$ cat config.mk
export PLATFORM = sky130hd
export DESIGN_NAME = nmr_mul
export DESIGN_NICKNAME = d
export VERILOG_FILES = /design/src/nelder_mead_rosenbrock_2d_defines.svh /design/src/nmr_pkg.sv /design/src/nmr_mul.sv
export SDC_FILE = /design/constraint.sdc
export NUM_CORES = 2
export LEC_CHECK = 0
export BUFFER_PORTS_ARGS = -buffer_cell sky130_fd_sc_hd__buf_2
export CAP_MARGIN = 20
export CORE_ASPECT_RATIO = 1.5
export CORE_MARGIN = 1.5
export CORE_UTILIZATION = 57
export DETAILED_ROUTE_END_ITERATION = 8
export PLACE_DENSITY = 0.87
export SYNTH_ARGS = -nofsm -noshare
export SYNTH_HDL_FRONTEND = slang
export SYNTH_SLANG_ARGS = --single-unit
$ cat constraint.sdc
create_clock -name clk -period 8.7 [get_ports clk]
set_input_delay 0.87 -clock clk [delete_from_list [all_inputs] [get_ports clk]]
set_output_delay 0.87 -clock clk [all_outputs]
set_load 0.02 [all_outputs]
$ cat src/nelder_mead_rosenbrock_2d_defines.svh
// Assertion macros shared by the simplex search RTL.
// Bodies refer to clk and rst_n of the module that expands them.
`ifndef NELDER_MEAD_ROSENBROCK_2D_DEFINES_SVH
`define NELDER_MEAD_ROSENBROCK_2D_DEFINES_SVH

// Same-cycle implication, disabled in reset
`define NMR_ASSERT_IMP(lbl, ante, cons, msg) \
    lbl: assert property (@(posedge clk) disable iff (!rst_n) (ante) |-> (cons)) else $error(msg);

// Next-cycle implication, disabled in reset
`define NMR_ASSERT_NXT(lbl, ante, cons, msg) \
    lbl: assert property (@(posedge clk) disable iff (!rst_n) (ante) |=> (cons)) else $error(msg);

`endif

$ cat src/nmr_pkg.sv
// Shared constants and types for the 2D simplex search on the Rosenbrock function.
// No dependencies.
package nmr_pkg;

    localparam int COORD_WIDTH_DEF = 32;
    localparam int VALUE_WIDTH_DEF = 63;
    localparam int FRAC            = 24;
    localparam int MUL_W           = 64;
    localparam int HALF_W          = MUL_W / 2;
    localparam int PROD_W          = 2 * MUL_W;
    localparam int SQ_W            = 64;
    localparam int ITER_W          = 16;
    localparam int LIMIT_W         = 32;
    localparam int CFG_DATA_W      = 32;

    localparam logic [ITER_W-1:0]  MAX_ITER_RESET    = 16'd1000;
    localparam logic [LIMIT_W-1:0] SPREAD_LIM_RESET  = '0;
    localparam logic [MUL_W-1:0]   HUNDRED_Q24       = 64'd100 << FRAC;

    typedef enum logic
    {
        CFG_MAX_ITER     = 1'b0,
        CFG_SPREAD_LIMIT = 1'b1
    } cfg_idx_t;

    // Request to the shared multiplier
    typedef struct packed
    {
        logic             start;
        logic [MUL_W-1:0] a;
        logic [MUL_W-1:0] b;
    } mul_req_t;

    // Status and product from the shared multiplier
    typedef struct packed
    {
        logic              busy;
        logic              done;
        logic [PROD_W-1:0] prod;
    } mul_rsp_t;

endpackage

$ cat src/nmr_mul.sv
// Shared 64x64 unsigned multiplier built from four 32x32 partial products.
// Depends on nmr_pkg.
module nmr_mul
    import nmr_pkg::*;
(
    input  logic     clk,
    input  logic     rst_n,
    input  mul_req_t req,
    output mul_rsp_t rsp
);

    logic [MUL_W-1:0]  a_reg;
    logic [MUL_W-1:0]  b_reg;
    logic [PROD_W-1:0] acc_reg;
    logic [MUL_W-1:0]  pp_reg;
    logic [1:0]        psh_reg;
    logic              pv_reg;
    logic [2:0]        cnt_reg;
    logic              run_reg;
    logic              done_reg;

    logic [HALF_W-1:0] opa;
    logic [HALF_W-1:0] opb;
    logic [1:0]        sh;
    logic [PROD_W-1:0] pp_shifted;

    // Pick the partial product for this step
    always_comb
    begin
        unique case (cnt_reg[1:0])
            2'd0:
            begin
                opa = a_reg[HALF_W-1:0];
                opb = b_reg[HALF_W-1:0];
                sh  = 2'd0;
            end
            2'd1:
            begin
                opa = a_reg[HALF_W-1:0];
                opb = b_reg[MUL_W-1:HALF_W];
                sh  = 2'd1;
            end
            2'd2:
            begin
                opa = a_reg[MUL_W-1:HALF_W];
                opb = b_reg[HALF_W-1:0];
                sh  = 2'd1;
            end
            default:
            begin
                opa = a_reg[MUL_W-1:HALF_W];
                opb = b_reg[MUL_W-1:HALF_W];
                sh  = 2'd2;
            end
        endcase
    end

    // Align the registered partial product
    always_comb
    begin
        unique case (psh_reg)
            2'd0:    pp_shifted = {{MUL_W{1'b0}}, pp_reg};
            2'd1:    pp_shifted = {{HALF_W{1'b0}}, pp_reg, {HALF_W{1'b0}}};
            default: pp_shifted = {pp_reg, {MUL_W{1'b0}}};
        endcase
    end

    // Sequence control
    always_ff @(posedge clk or negedge rst_n)
    begin
        if (!rst_n)
        begin
            run_reg  <= 1'b0;
            cnt_reg  <= '0;
            pv_reg   <= 1'b0;
            done_reg <= 1'b0;
        end
        else
        begin
            done_reg <= run_reg && (cnt_reg == 3'd4);
            if (req.start)
            begin
                run_reg <= 1'b1;
                cnt_reg <= '0;
                pv_reg  <= 1'b0;
            end
            else if (run_reg)
            begin
                if (cnt_reg == 3'd4)
                begin
                    run_reg <= 1'b0;
                    pv_reg  <= 1'b0;
                end
                else
                begin
                    cnt_reg <= cnt_reg + 3'd1;
                    pv_reg  <= 1'b1;
                end
            end
        end
    end

    // Operands, partial product and accumulator
    always_ff @(posedge clk)
    begin
        if (req.start)
        begin
            a_reg   <= req.a;
            b_reg   <= req.b;
            acc_reg <= '0;
        end
        else
        begin
            if (run_reg && (cnt_reg != 3'd4))
            begin
                pp_reg  <= opa * opb;
                psh_reg <= sh;
            end
            if (pv_reg)
            begin
                acc_reg <= acc_reg + pp_shifted;
            end
        end
    end

    assign rsp.busy = run_reg;
    assign rsp.done = done_reg;
    assign rsp.prod = acc_reg;

endmodule

; Yosys cells after proc, flatten, opt, wreduce, memory -nomap -nowiden
; Cells that the tools add are included.
[word_totals]
out_inout_bits = 130
elab_cells = 41
register_bits = 328
input_bits = 131
[classes]
mux = 12
addsub = 2
eq_ne = 6
n_mul = 1
n_reduce_logical = 10
n_bitwise = 1
[op_table]
columns = operator, count
row1 = $pmux W128 S2, 1
row2 = $add A128 B128 Y128, 1
row3 = $mul A32 B32 Y64, 1
row4 = $mux W32, 2
row5 = $mux W3, 3
row6 = $reduce_or A2 Y1, 3
row7 = $mux W1, 5
row8 = $eq A2 B1 Y1 const B, 2
row9 = $logic_not A2 Y1, 2
row10 = $pmux W2 S2, 1
row11 = $reduce_and A2 Y1, 2
row12 = $add A3 B1 Y3 const B, 1
row13 = $eq A3 B3 Y1 const B, 1
row14 = $ne A3 B3 Y1 const B, 1
row15 = $eq A2 B2 Y1 const B, 1
row16 = $logic_and A1 B1 Y1, 2
row17 = $ne A2 B2 Y1 const B, 1
row18 = $reduce_bool A2 Y1, 1
row19 = $not A1 Y1, 1

; Depth between registers and ports, before layout
[logic_depth]
ltp_word = 4
mapped_depth = 37
ltp_nobuf = 33

; Least setup slack after synthesis
; No wires, ideal clock.
[synth_path]
path_type = reg2reg
start = register cnt_reg[0]
end = register pp_reg[60], data pin
setup_slack_ns = -0.628
setup_time_ns = 0.263
stages_incl_launch_ff = 36
arrival_ns = 9.066
period_less_slack_ns = 9.328
path_buffers = 4
required_ns = 8.437
cell_sequence = dfrtp_1 inv_1 ha_1 clkbuf_1 nor2_1 clkbuf_1 mux2i_1 clkbuf_1 nor2_1 fa_1 fa_1 inv_1 fa_1 inv_1 fa_1 inv_1 fa_1 inv_1 fa_1 fa_1 inv_1 fa_1 inv_1 ha_1 clkbuf_1 and4_1 a31oi_1 o31ai_1 a211oi_2 o21ai_2 a31oi_4 o31ai_4 a41oi_4 nor2_2 o41ai_2 xnor2_1
[synth_via]
elab_chain_cells = 4
word_cells_on_any_way = 8
cone_classes = mul (1) / eq/ne (2) / mux (2) / reduce/logical (3)
[synth_rtl]
columns = element, line_no
row1 = from (decl), nmr_mul.sv:18  ; logic [2:0] cnt_reg;
row2 = from (signal assigned), nmr_mul.sv:96  ; cnt_reg <= cnt_reg + 3'd1;
row3 = "$eq A2 B1 Y1, or another cell as far along", nmr_mul.sv:30  ; unique case (cnt_reg[1:0])
row4 = $reduce_or A2 Y1 (no source line), n/a
row5 = $mux W32, nmr_mul.sv:30
row6 = $mul A32 B32 Y64 (*), nmr_mul.sv:116  ; pp_reg <= opa * opb;
row7 = to (signal assigned), nmr_mul.sv:116
row8 = to (decl), nmr_mul.sv:15  ; logic [MUL_W-1:0] pp_reg;
; Every way passes the cells marked *; elsewhere a longest branch is shown, timed or not.
; A chain may end at the register's enable or synchronous reset.

; Worst setup path in the final report
[layout_path]
start = register cnt_reg[1]
end = register pp_reg[60], data pin
; The elaborated chain is that of the path after synthesis.

==> qor.csv <==
metric;value;unit
Critical Path Fanout Max;9;
DR iter-0 viols;4368;
Vias;48000;
Fill cells;7296;
crit path launch type;flop;
CP Capture Type;flop;
H-tree depth;2;
failing checks;setup timing;
max_cap viols;0;
initial antenna violation count;7;
Top Metal Used;met4;
CP arrival;9.20;ns
CTS tree;built;
Port Buf Inserts;260;
Core ar.;93100;um2
unrepaired setup endpoints after global routing;yes;
WL met2;105000;um
hold slack;0.143;ns
Avg Cell Area, Syn;8.94;um2
number of synthesis warnings;0;
sequential share of the synthesized area;0.159;
die height;378;um
Final HPWL DP;181000;um
Non-Filler Instances;7798;
first-pass GRT wire length;315000;um
ANT nets after route;0;
clock-pin slew of the registers on the worst-case setup and hold paths;0.07;ns
Die Wd;253;um
wire per inst;28.4;um
multi-input logic area;41100;um2
Hold Vio Cnt, Final;0;
CTS Buffer Depth;3;
setup ws final;-0.152;ns
Worst-Margin Slew;1.31;ns
DRT Wirelength;222000;um
final setup vio count;7;
vias in the first global route;50700;
GRT Residual Overflow;0;
io pins;261;
final period utilization;1.02;
Synth Flop Type;edfxtp_1;
WL met3;18400;um
delay-heaviest family, CP;adder cells;
Worst Path Required;9.05;ns
FF+latch area;8540;um2
max_slew headroom;0.120;
most used cell along the critical path;fa_1;
status;finished with violations;
fin nets;7934;
Total Die Area;95800;um2
clk_skew;0.0298;ns
final core utilization;0.671;
final setup TNS;-0.601;ns
Async SR Flop Fraction;0.0183;
GRT Resource Usage Total;0.461;
share of cells above drive strength 1;0.172;
hold buffers post-CTS;0;
Routed met1 length;67000;um
Clk Latency, worst-skew pair;0.61;ns
row count;137;
syn nets;7412;
Post-synth EDFFs;194;
Initial Utilization;0.575;
TritonCTS Buffers;36;
clk sink count;328;
CP max stage cell;fa_1;
Distinct cells, synth;98;
Crit Path Category;reg2reg;
largest area contributor in the netlist;fa_1;
Buf+Inv Stages, Crit Path;10;
Period minus WS final;8.85;ns
dpl cells;7650;
flops & latches, synth;328;
largest net degree at the start of global routing;82;
top cells by area, synth;fa_1 (34%), edfxtp_1 (11%), ha_1 (9.2%);
Root Driver;clkbuf_16;
Max Transition Viols Final;0;
Largest register FFs;128;
Mapped Cells;5989;
vias per inst;6.15;
drt drc;0;
Area Overhead vs Synth;16.7;%
Mapped Area;53500;um2
fmax;0.113;GHz
First-pass DRT Iterations;9;
CP peak stage delay;0.60;ns
Hold Path Class;in2async;
Yosys top cell area share;0.335;
RD Place Congestion;1.07;
## stage by stage
| stage | setup slack, ns | cell area (um2) |
|---|---|---|
| 6_report | -0.152 | 62500 |
| 5_1_grt | -0.318 | 62500 |
| 4_1_cts | 0.00368 | 61100 |
| 3_5_place_dp | -0.268 | 59300 |
| 3_3_place_gp | -0.107 | 59300 |
| 2_1_floorplan | 0.00399 | 53700 |
## placed cells by master, fill, tap and decap left out, types with 27 or more instances in the layout
cell type  count
mux2_2        46
buf_6         60
nand3_1       42
o21ai_1       27
mux2i_2       28
a21oi_1      260
fa_2          33
a22o_1        35
nand4_1       80
a21o_1        99
edfxtp_1     194
inv_1        934
xor2_1        54
xnor2_1      120
mux2i_1      126
o21bai_1      64
nor2_1       785
o21ai_0      166
and2_1        81
buf_2        260
buf_4        395
buf_12        52
dfxtp_1      128
ha_1         380
clkbuf_16     40
nand2_1      704
fa_1         864
nor3_1        38
## per-layer routing
layer / vias to the layer above / track usage
met1: 23200 / 0.447
met4: 0 / 0.506
met3: 1394 / 0.100
met2: 3154 / 0.772
li1: 20200 / -
met5: - / 0
## synth_stat cells (9+ instances only)
cell type,count
nand2_1,711
nor2_1,796
a21o_1,100
nand3_1,43
mux2_2,65
xor2_1,54
a22o_1,35
and4_1,10
o21ai_0,173
buf_1,9
and2_1,81
xnor2_1,120
dfxtp_1,128
clkbuf_1,263
edfxtp_1,194
a21oi_1,270
o21ai_1,23
o21bai_1,65
buf_2,19
or3_1,10
mux2i_1,168
a31oi_1,22
a21boi_0,10
nor2b_1,17
and3_1,14
ha_1,395
nand4_1,80
o21a_1,22
nor4_1,16
nor3_1,38
nand2b_1,11
inv_1,952
o211ai_1,14
o31ai_1,11
fa_1,897
a211oi_1,11
## cell families after synthesis
logic type / share of synthesized area
mux: 0.0451
compound gates: 0.105
simple gates: 0.146
xor+xnor: 0.0285
buf+inv: 0.0892
fa+ha+maj: 0.428
flops: 0.159
## final timing paths
path / start / endpoint / slack [ns] / cells after the start
setup reg to reg: cnt_reg[1] / pp_reg[60] / -0.15 / 33
setup / recovery: cnt_reg[1] / pp_reg[60] / -0.15 / 33
max in group asynchronous: rst_n / pv_reg / 8.29 / 1
hold reg to reg: acc_reg[126] / acc_reg[126] / 0.48 / 2
hold / removal: rst_n / done_reg / 0.14 / 1
min in group clk: req[19] / b_reg[19] / 0.44 / 1
## area by class of cell
type,instances,share of cell area
clock inverters,21,0.00499
repair buffers,787,0.101
diodes,8,0.000320
inverters,952,0.0572
well taps,1251,0.0251
flip-flops and latches,328,0.137
clock buffers,45,0.0160
multi-input cells,4406,0.659
## timing repair
| item | CTS | global route |
|---|---|---|
| cloned | 2 | 3 |
| buffers inserted | 14 | 59 |
| pin swaps | 36 | 99 |
| resized for setup | 58 | 210 |
| endpoints found under the setup margin | 15 | 22 |
Power is not shown: default switching activity piles up to over one toggle a cycle in this logic, so the estimate is an artifact.
